File: config.mk
export PLATFORM = sky130hd
export DESIGN_NAME = imu_complementary_attitude_filter_unit
export DESIGN_NICKNAME = d
export VERILOG_FILES = /design/src/hdl/icaf_pkg.sv /design/src/hdl/icaf_mul.sv /design/src/hdl/icaf_cordic.sv /design/src/hdl/imu_complementary_attitude_filter_unit.sv
export SDC_FILE = /design/constraint.sdc
export NUM_CORES = 2
export LEC_CHECK = 0
export ABC_AREA = 1
export BUFFER_PORTS_ARGS = -buffer_cell sky130_fd_sc_hd__buf_2
export CAP_MARGIN = 20
export CORE_MARGIN = 5
export CORE_UTILIZATION = 40
export CTS_BUF_LIST = sky130_fd_sc_hd__clkbuf_4
export DETAILED_ROUTE_END_ITERATION = 16
export SYNTH_ARGS = -nofsm -noshare
export SYNTH_HDL_FRONTEND = slang
export SYNTH_SLANG_ARGS = --single-unit
File: constraint.sdc
create_clock -name clk -period 15.7 [get_ports clk]
set_input_delay 3.14 -clock clk [delete_from_list [all_inputs] [get_ports clk]]
set_output_delay 3.14 -clock clk [all_outputs]
set_load 0.05 [all_outputs]
File: src/hdl/icaf_pkg.sv
`default_nettype none

package icaf_pkg;

  localparam int CORDIC_STEPS = 16;
  localparam int CORDIC_IW    = 5;   // indexes the 21-entry arctangent table in atan_ang
  localparam int VEC_W        = 32;
  localparam int ANG_W        = 24;
  localparam int MUL_A_W      = 32;
  localparam int MUL_B_W      = 18;
  localparam int PROD_W       = MUL_A_W + MUL_B_W;
  localparam int DLT_W        = 27;
  localparam int SUM_W        = 28;
  localparam int WIDE_W       = 35;
  localparam int CFG_AW       = 5;

  typedef logic signed [VEC_W-1:0]   vec_t;
  typedef logic signed [ANG_W-1:0]   ang_t;
  typedef logic signed [MUL_A_W-1:0] mul_a_t;
  typedef logic signed [MUL_B_W-1:0] mul_b_t;
  typedef logic signed [PROD_W-1:0]  prod_t;
  typedef logic signed [WIDE_W-1:0]  wide_t;

  localparam ang_t          ANG_HALF_PI     = 24'sd1647099;
  localparam ang_t          ANG_MAX         = 24'sd8388607;
  localparam ang_t          ANG_MIN         = -24'sd8388608;
  localparam logic [15:0]   CORDIC_INV_GAIN = 16'd39797;

  typedef struct packed {
    logic busy;
    logic done;
  } cord_stat_t;

  typedef enum logic [2:0] {
    REG_ACC_X_OFS  = 3'd0,
    REG_ACC_Y_OFS  = 3'd1,
    REG_ACC_Z_OFS  = 3'd2,
    REG_GYR_X_OFS  = 3'd3,
    REG_GYR_Z_OFS  = 3'd4,
    REG_STEP_GAIN  = 3'd5,
    REG_BLEND_GAIN = 3'd6,
    REG_YAW_DECAY  = 3'd7
  } reg_idx_t;

  // atan(2^-i) in 2^-20 rad
  function automatic ang_t atan_ang(input logic [CORDIC_IW-1:0] idx);
    ang_t res;
    case (idx)
      5'd0:    res = 24'sd823550;
      5'd1:    res = 24'sd486170;
      5'd2:    res = 24'sd256879;
      5'd3:    res = 24'sd130396;
      5'd4:    res = 24'sd65451;
      5'd5:    res = 24'sd32757;
      5'd6:    res = 24'sd16383;
      5'd7:    res = 24'sd8192;
      5'd8:    res = 24'sd4096;
      5'd9:    res = 24'sd2048;
      5'd10:   res = 24'sd1024;
      5'd11:   res = 24'sd512;
      5'd12:   res = 24'sd256;
      5'd13:   res = 24'sd128;
      5'd14:   res = 24'sd64;
      5'd15:   res = 24'sd32;
      5'd16:   res = 24'sd16;
      5'd17:   res = 24'sd8;
      5'd18:   res = 24'sd4;
      5'd19:   res = 24'sd2;
      5'd20:   res = 24'sd1;
      default: res = 24'sd0;
    endcase
    return res;
  endfunction

  function automatic ang_t sat_ang(input wide_t v);
    ang_t res;
    if (v > wide_t'(ANG_MAX)) begin
      res = ANG_MAX;
    end else if (v < wide_t'(ANG_MIN)) begin
      res = ANG_MIN;
    end else begin
      res = v[ANG_W-1:0];
    end
    return res;
  endfunction

endpackage

`default_nettype wire

File: src/hdl/icaf_mul.sv
`default_nettype none

module icaf_mul (
  input  wire                   clk,
  input  icaf_pkg::mul_a_t      a,
  input  icaf_pkg::mul_b_t      b,
  output icaf_pkg::prod_t       prod
);

  icaf_pkg::prod_t prod_r;

  always_ff @(posedge clk) begin
    prod_r <= a * b;
  end

  assign prod = prod_r;

endmodule

`default_nettype wire

File: src/hdl/icaf_cordic.sv
`default_nettype none

module icaf_cordic (
  input  wire                      clk,
  input  wire                      rst_n,
  input  wire                      start,
  input  icaf_pkg::vec_t           x_in,
  input  icaf_pkg::vec_t           y_in,
  output icaf_pkg::cord_stat_t     stat,
  output icaf_pkg::ang_t           ang,
  output icaf_pkg::vec_t           mag
);

  icaf_pkg::vec_t            x_r;
  icaf_pkg::vec_t            y_r;
  icaf_pkg::ang_t            z_r;
  logic [icaf_pkg::CORDIC_IW-1:0] i_r;
  logic                      busy_r;
  logic                      done_r;
  logic                      zero_r;

  icaf_pkg::vec_t            x_pre;
  icaf_pkg::vec_t            y_pre;
  icaf_pkg::ang_t            z_pre;
  icaf_pkg::vec_t            xs;
  icaf_pkg::vec_t            ys;
  icaf_pkg::ang_t            at;
  logic                      last_step;

  // turn a vector in the left half plane by 90 degrees
  always_comb begin
    x_pre = x_in;
    y_pre = y_in;
    z_pre = '0;
    if (x_in < 0) begin
      if (y_in >= 0) begin
        x_pre = y_in;
        y_pre = -x_in;
        z_pre = icaf_pkg::ANG_HALF_PI;
      end else begin
        x_pre = -y_in;
        y_pre = x_in;
        z_pre = -icaf_pkg::ANG_HALF_PI;
      end
    end
  end

  assign xs        = x_r >>> i_r;
  assign ys        = y_r >>> i_r;
  assign at        = icaf_pkg::atan_ang(i_r);
  assign last_step = (i_r == icaf_pkg::CORDIC_IW'(icaf_pkg::CORDIC_STEPS - 1));

  always_ff @(posedge clk) begin
    if (!rst_n) begin
      busy_r <= 1'b0;
      done_r <= 1'b0;
      zero_r <= 1'b0;
      i_r    <= '0;
    end else begin
      done_r <= 1'b0;
      if (start) begin
        x_r    <= x_pre;
        y_r    <= y_pre;
        z_r    <= z_pre;
        zero_r <= (x_in == 0) && (y_in == 0);
        i_r    <= '0;
        busy_r <= 1'b1;
      end else if (busy_r) begin
        if (zero_r) begin
          // zero vector: angle and magnitude stay zero
          busy_r <= 1'b0;
          done_r <= 1'b1;
        end else begin
          if (y_r > 0) begin
            x_r <= x_r + ys;
            y_r <= y_r - xs;
            z_r <= z_r + at;
          end else begin
            x_r <= x_r - ys;
            y_r <= y_r + xs;
            z_r <= z_r - at;
          end
          i_r <= i_r + 1'b1;
          if (last_step) begin
            busy_r <= 1'b0;
            done_r <= 1'b1;
          end
        end
      end
    end
  end

  assign stat.busy = busy_r;
  assign stat.done = done_r;
  assign ang       = z_r;
  assign mag       = x_r;

`ifndef SYNTH
  a_done_ends_busy: assert property (@(posedge clk) disable iff (!rst_n)
    done_r |-> !busy_r)
    else $error("cordic done while still iterating");

  a_no_restart: assert property (@(posedge clk) disable iff (!rst_n)
    start |-> !busy_r)
    else $error("cordic started while busy");

  a_done_pulse: assert property (@(posedge clk) disable iff (!rst_n)
    done_r |=> !done_r)
    else $error("cordic done held longer than one cycle");
`endif

endmodule

`default_nettype wire

File: src/hdl/imu_complementary_attitude_filter_unit.sv
`default_nettype none

// Complementary attitude filter for one IMU sample per request. Calibration
// offsets are added to the raw accelerometer axes and the x and z gyro rates,
// the gyro rates are integrated into the kept roll, pitch and yaw estimates
// (24 bit, 2^-20 rad), roll and pitch are blended with accelerometer tilt
// from two CORDIC vectoring passes, and yaw decays by a forgetting factor.
// The two CORDIC passes run back to back on one shift-add unit and the nine
// multiplies share one registered multiplier. in_tready is high only while
// the sequencer is idle; the result sits in an output register, so a new
// request can be taken while the previous result waits. The user is to write
// configuration through the APB-style port only while no request is in
// flight; the block itself does not enforce it.
module imu_complementary_attitude_filter_unit (
  input  wire                               clk,
  input  wire                               rst_n,
  input  wire                               in_tvalid,
  output logic                              in_tready,
  // acc_x[15:0], acc_y[31:16], acc_z[47:32], rate_x[63:48], rate_y[79:64], rate_z[95:80]
  input  wire  [95:0]                       in_tdata,
  output logic                              out_tvalid,
  input  wire                               out_tready,
  // roll_angle[15:0], pitch_angle[31:16], yaw_angle[47:32]
  output logic [47:0]                       out_tdata,
  input  wire                               cfg_psel,
  input  wire                               cfg_penable,
  input  wire                               cfg_pwrite,
  input  wire  [icaf_pkg::CFG_AW-1:0]       cfg_paddr,
  input  wire  [31:0]                       cfg_pwdata,
  output logic [31:0]                       cfg_prdata,
  output logic                              cfg_pready
);

  typedef enum logic [3:0] {
    ST_IDLE,
    ST_DR,
    ST_DP,
    ST_DY,
    ST_DY_WB,
    ST_C1_WAIT,
    ST_MAG,
    ST_MAG_WB,
    ST_C2_WAIT,
    ST_RG,
    ST_RA,
    ST_PG,
    ST_PA,
    ST_YG,
    ST_YW
  } state_t;

  state_t state_r;

  // configuration
  logic signed [15:0] ax_ofs_r;
  logic signed [15:0] ay_ofs_r;
  logic signed [15:0] az_ofs_r;
  logic signed [15:0] gx_ofs_r;
  logic signed [15:0] gz_ofs_r;
  logic [15:0]        step_gain_r;
  logic [15:0]        blend_r;
  logic [15:0]        decay_r;

  // captured sample
  logic signed [16:0] ax_r;
  logic signed [16:0] ay_r;
  logic signed [16:0] az_r;
  logic signed [16:0] gx_r;
  logic signed [16:0] ry_neg_r;
  logic signed [16:0] gz_r;

  logic signed [icaf_pkg::DLT_W-1:0] d_roll_r;
  logic signed [icaf_pkg::DLT_W-1:0] d_pitch_r;
  logic signed [icaf_pkg::DLT_W-1:0] d_yaw_r;
  icaf_pkg::ang_t  phi_r;
  icaf_pkg::ang_t  theta_r;
  icaf_pkg::prod_t acc_r;

  icaf_pkg::ang_t  roll_est_r;
  icaf_pkg::ang_t  pitch_est_r;
  icaf_pkg::ang_t  yaw_est_r;

  logic        out_valid_r;
  logic [47:0] out_data_r;

  logic signed [15:0] in_acc_x;
  logic signed [15:0] in_acc_y;
  logic signed [15:0] in_acc_z;
  logic signed [15:0] in_rate_x;
  logic signed [15:0] in_rate_y;
  logic signed [15:0] in_rate_z;

  logic                 in_accept;
  logic                 cfg_wr;
  icaf_pkg::reg_idx_t   cfg_idx;
  logic                 out_room;

  icaf_pkg::mul_a_t     mul_a;
  icaf_pkg::mul_b_t     mul_b;
  icaf_pkg::prod_t      prod;
  icaf_pkg::prod_t      prod_rnd8;
  icaf_pkg::prod_t      prod_rnd16;
  logic signed [icaf_pkg::PROD_W:0] blend_sum;
  icaf_pkg::ang_t       blend_new;
  icaf_pkg::ang_t       yaw_new;
  logic signed [icaf_pkg::DLT_W-1:0] dlt;
  logic signed [17:0]   gz_neg;
  logic signed [17:0]   az_neg;
  logic signed [17:0]   w_acc;
  logic signed [icaf_pkg::SUM_W-1:0] roll_sum;
  logic signed [icaf_pkg::SUM_W-1:0] pitch_sum;
  logic signed [icaf_pkg::SUM_W-1:0] yaw_sum;

  logic                 cord_start;
  icaf_pkg::vec_t       cord_x;
  icaf_pkg::vec_t       cord_y;
  icaf_pkg::cord_stat_t cord_stat;
  icaf_pkg::ang_t       cord_ang;
  icaf_pkg::vec_t       cord_mag;

  assign in_acc_x  = in_tdata[15:0];
  assign in_acc_y  = in_tdata[31:16];
  assign in_acc_z  = in_tdata[47:32];
  assign in_rate_x = in_tdata[63:48];
  assign in_rate_y = in_tdata[79:64];
  assign in_rate_z = in_tdata[95:80];

  assign in_tready  = (state_r == ST_IDLE);
  assign in_accept  = in_tvalid && in_tready;
  assign out_tvalid = out_valid_r;
  assign out_tdata  = out_data_r;
  assign out_room   = !out_valid_r || out_tready;

  assign cfg_pready = 1'b1;
  assign cfg_wr     = cfg_psel && cfg_penable && cfg_pwrite && cfg_pready;
  assign cfg_idx    = icaf_pkg::reg_idx_t'(cfg_paddr[4:2]);

  always_comb begin
    case (cfg_idx)
      icaf_pkg::REG_ACC_X_OFS:  cfg_prdata = 32'(ax_ofs_r);
      icaf_pkg::REG_ACC_Y_OFS:  cfg_prdata = 32'(ay_ofs_r);
      icaf_pkg::REG_ACC_Z_OFS:  cfg_prdata = 32'(az_ofs_r);
      icaf_pkg::REG_GYR_X_OFS:  cfg_prdata = 32'(gx_ofs_r);
      icaf_pkg::REG_GYR_Z_OFS:  cfg_prdata = 32'(gz_ofs_r);
      icaf_pkg::REG_STEP_GAIN:  cfg_prdata = {16'b0, step_gain_r};
      icaf_pkg::REG_BLEND_GAIN: cfg_prdata = {16'b0, blend_r};
      icaf_pkg::REG_YAW_DECAY:  cfg_prdata = {16'b0, decay_r};
      default:                  cfg_prdata = '0;
    endcase
  end

  assign gz_neg    = -18'(gz_r);
  assign az_neg    = -18'(az_r);
  assign w_acc     = 18'sd65536 - $signed({2'b00, blend_r});
  assign roll_sum  = icaf_pkg::SUM_W'(roll_est_r) + icaf_pkg::SUM_W'(d_roll_r);
  assign pitch_sum = icaf_pkg::SUM_W'(pitch_est_r) + icaf_pkg::SUM_W'(d_pitch_r);
  assign yaw_sum   = icaf_pkg::SUM_W'(yaw_est_r) + icaf_pkg::SUM_W'(d_yaw_r);

  // operand select for the shared multiplier
  always_comb begin
    case (state_r)
      ST_DR: begin
        mul_a = icaf_pkg::mul_a_t'(ry_neg_r);
        mul_b = $signed({2'b00, step_gain_r});
      end
      ST_DP: begin
        mul_a = icaf_pkg::mul_a_t'(gx_r);
        mul_b = $signed({2'b00, step_gain_r});
      end
      ST_DY: begin
        mul_a = icaf_pkg::mul_a_t'(gz_neg);
        mul_b = $signed({2'b00, step_gain_r});
      end
      ST_MAG: begin
        mul_a = cord_mag;
        mul_b = $signed({2'b00, icaf_pkg::CORDIC_INV_GAIN});
      end
      ST_RG: begin
        mul_a = icaf_pkg::mul_a_t'(roll_sum);
        mul_b = $signed({2'b00, blend_r});
      end
      ST_RA: begin
        mul_a = icaf_pkg::mul_a_t'(phi_r);
        mul_b = w_acc;
      end
      ST_PG: begin
        mul_a = icaf_pkg::mul_a_t'(pitch_sum);
        mul_b = $signed({2'b00, blend_r});
      end
      ST_PA: begin
        mul_a = icaf_pkg::mul_a_t'(theta_r);
        mul_b = w_acc;
      end
      ST_YG, ST_YW: begin
        mul_a = icaf_pkg::mul_a_t'(yaw_sum);
        mul_b = $signed({2'b00, decay_r});
      end
      default: begin
        mul_a = '0;
        mul_b = '0;
      end
    endcase
  end

  icaf_mul u_mul (
    .clk  (clk),
    .a    (mul_a),
    .b    (mul_b),
    .prod (prod)
  );

  assign prod_rnd8  = prod + icaf_pkg::PROD_W'(128);
  assign prod_rnd16 = prod + icaf_pkg::PROD_W'(32768);
  assign dlt        = prod_rnd8[icaf_pkg::DLT_W+7:8];
  assign blend_sum  = {acc_r[icaf_pkg::PROD_W-1], acc_r} + {prod[icaf_pkg::PROD_W-1], prod};
  assign blend_new  = icaf_pkg::sat_ang(blend_sum[icaf_pkg::PROD_W:16]);
  assign yaw_new    = icaf_pkg::sat_ang({prod_rnd16[icaf_pkg::PROD_W-1],
                                         prod_rnd16[icaf_pkg::PROD_W-1:16]});

  // first pass: atan2(ax, -az); second pass: atan2(ay, corrected magnitude)
  always_comb begin
    cord_start = 1'b0;
    cord_x     = {{2{az_neg[17]}}, az_neg, 12'b0};
    cord_y     = {{3{ax_r[16]}}, ax_r, 12'b0};
    case (state_r)
      ST_DY_WB: begin
        cord_start = 1'b1;
      end
      ST_MAG_WB: begin
        cord_start = 1'b1;
        cord_x     = prod_rnd16[icaf_pkg::VEC_W+15:16];
        cord_y     = {{3{ay_r[16]}}, ay_r, 12'b0};
      end
      default: begin
        cord_start = 1'b0;
      end
    endcase
  end

  icaf_cordic u_cordic (
    .clk   (clk),
    .rst_n (rst_n),
    .start (cord_start),
    .x_in  (cord_x),
    .y_in  (cord_y),
    .stat  (cord_stat),
    .ang   (cord_ang),
    .mag   (cord_mag)
  );

  always_ff @(posedge clk) begin
    if (!rst_n) begin
      state_r     <= ST_IDLE;
      out_valid_r <= 1'b0;
      ax_ofs_r    <= 16'sd143;
      ay_ofs_r    <= 16'sd184;
      az_ofs_r    <= -16'sd369;
      gx_ofs_r    <= 16'sd19;
      gz_ofs_r    <= -16'sd10;
      step_gain_r <= 16'd586;
      blend_r     <= 16'd64250;
      decay_r     <= 16'd64880;
      roll_est_r  <= '0;
      pitch_est_r <= '0;
      yaw_est_r   <= '0;
    end else begin
      if (cfg_wr) begin
        case (cfg_idx)
          icaf_pkg::REG_ACC_X_OFS:  ax_ofs_r    <= cfg_pwdata[15:0];
          icaf_pkg::REG_ACC_Y_OFS:  ay_ofs_r    <= cfg_pwdata[15:0];
          icaf_pkg::REG_ACC_Z_OFS:  az_ofs_r    <= cfg_pwdata[15:0];
          icaf_pkg::REG_GYR_X_OFS:  gx_ofs_r    <= cfg_pwdata[15:0];
          icaf_pkg::REG_GYR_Z_OFS:  gz_ofs_r    <= cfg_pwdata[15:0];
          icaf_pkg::REG_STEP_GAIN:  step_gain_r <= cfg_pwdata[15:0];
          icaf_pkg::REG_BLEND_GAIN: blend_r     <= cfg_pwdata[15:0];
          icaf_pkg::REG_YAW_DECAY:  decay_r     <= cfg_pwdata[15:0];
          default: ;
        endcase
      end

      // drop the taken result unless a new one is loaded in this cycle
      if (out_valid_r && out_tready && state_r != ST_YW) begin
        out_valid_r <= 1'b0;
      end

      case (state_r)
        ST_IDLE: begin
          if (in_accept) begin
            ax_r     <= 17'(in_acc_x) + 17'(ax_ofs_r);
            ay_r     <= 17'(in_acc_y) + 17'(ay_ofs_r);
            az_r     <= 17'(in_acc_z) + 17'(az_ofs_r);
            gx_r     <= 17'(in_rate_x) + 17'(gx_ofs_r);
            ry_neg_r <= -17'(in_rate_y);
            gz_r     <= 17'(in_rate_z) + 17'(gz_ofs_r);
            state_r  <= ST_DR;
          end
        end
        ST_DR: state_r <= ST_DP;
        ST_DP: begin
          d_roll_r <= dlt;
          state_r  <= ST_DY;
        end
        ST_DY: begin
          d_pitch_r <= dlt;
          state_r   <= ST_DY_WB;
        end
        ST_DY_WB: begin
          d_yaw_r <= dlt;
          state_r <= ST_C1_WAIT;
        end
        ST_C1_WAIT: begin
          if (cord_stat.done) begin
            phi_r   <= cord_ang;
            state_r <= ST_MAG;
          end
        end
        ST_MAG:    state_r <= ST_MAG_WB;
        ST_MAG_WB: state_r <= ST_C2_WAIT;
        ST_C2_WAIT: begin
          if (cord_stat.done) begin
            theta_r <= cord_ang;
            state_r <= ST_RG;
          end
        end
        ST_RG: state_r <= ST_RA;
        ST_RA: begin
          acc_r   <= prod_rnd16;
          state_r <= ST_PG;
        end
        ST_PG: begin
          roll_est_r <= blend_new;
          state_r    <= ST_PA;
        end
        ST_PA: begin
          acc_r   <= prod_rnd16;
          state_r <= ST_YG;
        end
        ST_YG: begin
          pitch_est_r <= blend_new;
          state_r     <= ST_YW;
        end
        ST_YW: begin
          // hold until the output register is free
          if (out_room) begin
            yaw_est_r   <= yaw_new;
            out_data_r  <= {yaw_new[23:8], pitch_est_r[23:8], roll_est_r[23:8]};
            out_valid_r <= 1'b1;
            state_r     <= ST_IDLE;
          end
        end
        default: state_r <= ST_IDLE;
      endcase
    end
  end

`ifndef SYNTH
  a_start_when_free: assert property (@(posedge clk) disable iff (!rst_n)
    cord_start |-> !cord_stat.busy)
    else $error("cordic pass started while the previous one runs");

  a_done_expected: assert property (@(posedge clk) disable iff (!rst_n)
    cord_stat.done |-> (state_r == ST_C1_WAIT || state_r == ST_C2_WAIT))
    else $error("cordic result arrived outside a wait state");

  a_busy_after_accept: assert property (@(posedge clk) disable iff (!rst_n)
    in_accept |=> !in_tready)
    else $error("new request taken right after accept");
`endif

endmodule

`default_nettype wire

==> summary.txt <==
status: complete, no violations
RSZ-0062 raised after global routing: false
CTS buffer count: 203
source of the worst hold timing path: u_mul.prod[0]
Post-CTS Setup Bufs: 0
clock latency reported for the late side of the worst-skew pair: 1.26 ns
CTS tree: done
DRC errors left: 0
top area cells in the synthesized netlist: sky130_fd_sc_hd__edfxtp_1 (18%), sky130_fd_sc_hd__fa_1 (15%), sky130_fd_sc_hd__nand2_1 (12%), sky130_fd_sc_hd__inv_1 (8.1%), sky130_fd_sc_hd__dfxtp_1 (8.0%)
CP max-delay cell: sky130_fd_sc_hd__nand4_1
reg-to-reg critical path startpoint: state_r[2]
largest area contributor in the synthesized netlist: sky130_fd_sc_hd__edfxtp_1
proportion of netlist area held by the largest area contributor: 17.6%
clock transition at the registers of the reported paths: 0.06 ns
Core ar.: 176000 um^2
count of flip-flops with a built-in enable after synthesis: 417
average wire length per cell after detail routing: 22.7 um
Worst Path Max Fanout: 11
wire length of the first global-routing pass: 412000 um
count of antenna-violating nets left after detailed routing: 0
starting DRC count in detailed routing: 7204
Synth cell types: 75
TritonCTS Sinks: 700
NumNets Final: 11000
sort of element at the start of the critical path: flop
worst reg-to-reg path cell count: 32
power density cells: 120 nW/um^2
maximum buffer depth of the clock tree: 3
max frequency: 101 MHz
via count of the first global-routing pass: 64900
overflow left after global routing: 0
CP arrival: 10.92 ns
required time of the critical path: 16.75 ns
slowest cell delay on critical path: 0.85 ns
Final Cycle Share: 62.8%
Die Span X: 431 um
input/output buffers: 203
Syn. warnings: 0
setup tns final: 0 ns
DR pass1 iterations: 8
Mapped Nets: 10800
Filler Cells Inserted: 18400
Final setup viols: 0
per-cell via count in the routed design: 5.48
number of H-tree levels: 4
classification of the worst setup path: flop to flop
ys flop type: sky130_fd_sc_hd__edfxtp_1
total of max-cap violations: 0
depth of the worst hold-timing path: 0
vias: 67900
non-filler instance count after layout: 12400
number of placed I/O pins: 223
final setup skew: 0.136 ns
type of element capturing the critical path: flop
layout cell share with drive strength beyond 1: 7.90%
final count of pins violating max slew: 0
Reg2Reg Capture Point: u_mul.prod[42]
count of endpoints failing hold in the final timing report: 0
Post-CTS Resized: 0
Placed Cells incl. Taps: 12000
largest net degree at the start of global routing: 89
initial antenna violation count: 18
synthesized area per cell: 7.35 um^2
Max-Slew Margin vs Limit: 24.1%
count of standard-cell rows: 154
peak supply drop: 0.0000650 V
type of the worst min-delay path: flop to flop
routability congestion estimate from global placement: 1.01
cell at the root of the clock tree: sky130_fd_sc_hd__clkbuf_4
Post-Synthesis Cell Area: 71000 um^2
fin crit period: 9.86 ns
cell with the most instances on the worst path: sky130_fd_sc_hd__inv_1
#FFs+latches synth: 700
proportion of register bits with asynchronous set or reset after synthesis: 0%
HPWL Detailed: 229000 um
final design utilization: 43.7%
worst slack on hold paths: 0.436 ns
register-to-register setup slack: 5.84 ns
post-detailed-routing wire length: 281000 um
instance count of the mapped netlist: 9654
share of the yosys chip area belonging to registers: 25.6%
GRT Resource Usage Total: 29.4%
cts hold-fix bufs: 0
Chip Height: 431 um
DIE AREA: 186000 um^2
Hold Path End: acc_r[0]
transition time of the tightest slew-check pin: 1.13 ns
Initial Util: 40.3%
synthesis-to-finish area growth: 8.62%
Leak Pwr: 37.3 nW
-- cells in the mapped netlist (33+ instances only) --
master and n:
sky130_fd_sc_hd__nand3_1 667, sky130_fd_sc_hd__xor2_1 224, sky130_fd_sc_hd__clkbuf_1 140, sky130_fd_sc_hd__nand4_1 75, sky130_fd_sc_hd__xnor2_1 117, sky130_fd_sc_hd__or2_2 36, sky130_fd_sc_hd__ha_1 439, sky130_fd_sc_hd__buf_2 71
sky130_fd_sc_hd__nor2_1 1083, sky130_fd_sc_hd__o211ai_1 47, sky130_fd_sc_hd__nand2_1 2177, sky130_fd_sc_hd__inv_1 1530, sky130_fd_sc_hd__edfxtp_1 417, sky130_fd_sc_hd__dfxtp_1 283, sky130_fd_sc_hd__nor3_1 96, sky130_fd_sc_hd__o21bai_1 33
sky130_fd_sc_hd__buf_1 37, sky130_fd_sc_hd__fa_1 532, sky130_fd_sc_hd__a221oi_1 33, sky130_fd_sc_hd__a31oi_1 64, sky130_fd_sc_hd__a21oi_1 603, sky130_fd_sc_hd__o21ai_0 497
-- logic make-up (layout without fill, tap and decap cells) --
kind of cell / Yosys count / after routing / share of synthesized area, %
compound gates: 1501 / 1501 / 11.9
xor+xnor: 344 / 344 / 4.28
mux: 7 / 7 / 0.100
fa+ha+maj: 971 / 971 / 22.7
simple gates: 4272 / 4272 / 25.1
other cells: 1 / 18 / 0.00528
buf+inv: 1858 / 2241 / 10.2
flops: 700 / 700 / 25.6
-- area by class of cell --
class                           instances  area (um^2)  area share [%]
Inverter                             1568         5890            7.64
Timing Repair Buffer                  295         1710            2.22
Tap cell                             2340         2930            3.80
Multi-Input combinational cell       7096        45700            59.2
Clock inverter                         88          504           0.654
Sequential cell                       700        18200            23.6
Antenna cell                           17         42.5          0.0552
Clock buffer                          290         2180            2.82
-- placed cells by master, fill, tap and decap left out, types with 290 or more instances in the layout --
master and instances:
sky130_fd_sc_hd__o21ai_0 496, sky130_fd_sc_hd__inv_1 1530, sky130_fd_sc_hd__a21oi_1 602, sky130_fd_sc_hd__clkbuf_4 290
sky130_fd_sc_hd__nor2_1 1071, sky130_fd_sc_hd__nand3_1 667, sky130_fd_sc_hd__fa_1 532, sky130_fd_sc_hd__nand2_1 2177
sky130_fd_sc_hd__ha_1 439, sky130_fd_sc_hd__edfxtp_1 417
-- routing by layer --
metal	wire length [um]	global-route usage (%)	share of wire (%)	vias up
li1	-	-	-	31800
met1	121000	40.5	43	32700
met2	124000	46.0	44	2940
met3	22300	4.84	7.9	571
met4	13900	12.6	5.0	2
met5	13	0	0.0046	-
-- worst max path at each step --
stage	from	end	slack, ns	depth (start not counted)
2_1_floorplan	rst_n	ax_r[0]	1.70	3
3_3_place_gp	d_roll_r[4]	u_mul.prod[42]	6.10	33
3_5_place_dp	d_roll_r[4]	u_mul.prod[42]	6.10	33
4_1_cts	d_roll_r[2]	u_mul.prod[42]	5.97	33
5_1_grt	d_roll_r[4]	u_mul.prod[42]	5.33	33
6_report	state_r[2]	u_mul.prod[42]	5.84	32
-- where the power goes --
group | switching (mW) | internal (mW) | leakage, nW
Clock | 0.909 | 0.925 | 1.58
Sequential | 0.214 | 2.20 | 6.06
Combinational | 3.52 | 1.47 | 29.6
Total | 4.64 | 4.60 | 37.3
-- registers in the layout (all words and copies together), names as in the netlist, 17 cells and up --
name,flops
acc_r,50
u_mul.prod,50
out_tdata,48
u_cordic.mag,32
u_cordic.y_r,32
d_pitch_r,27
d_roll_r,27
d_yaw_r,27
phi_r,24
pitch_est_r,24
roll_est_r,24
theta_r,24
u_cordic.ang,24
yaw_est_r,24
u_cordic.at,20
ax_r,17
ay_r,17
az_r,17
gx_r,17
gz_r,17
ry_neg_r,17
-- through the flow --
step	setup WS [ns]	instance area [um^2]	total power, mW
after global routing	5.33	77100	9.87
after global placement	6.10	74400	7.31
after detailed placement	6.10	74400	7.34
after floorplan	1.70	71000	5.55
after CTS	5.97	77100	9.21
final	5.84	77100	9.24
-- worst max-delay path: cells and delay by family, from the launching register on --
| kind | cells | cell delay [ns] |
|---|---|---|
| AOI/OAI and AO/OA | 5 | 1.81 |
| xor gates and xnor gates | 1 | 0.16 |
| adders and majority gates | 7 | 3.47 |
| buffers and inverters | 9 | 1.83 |
| DFF | 1 | 0.49 |
| and+or+nand+nor | 10 | 1.88 |
Note: power is estimated with default switching activity, not from simulation.
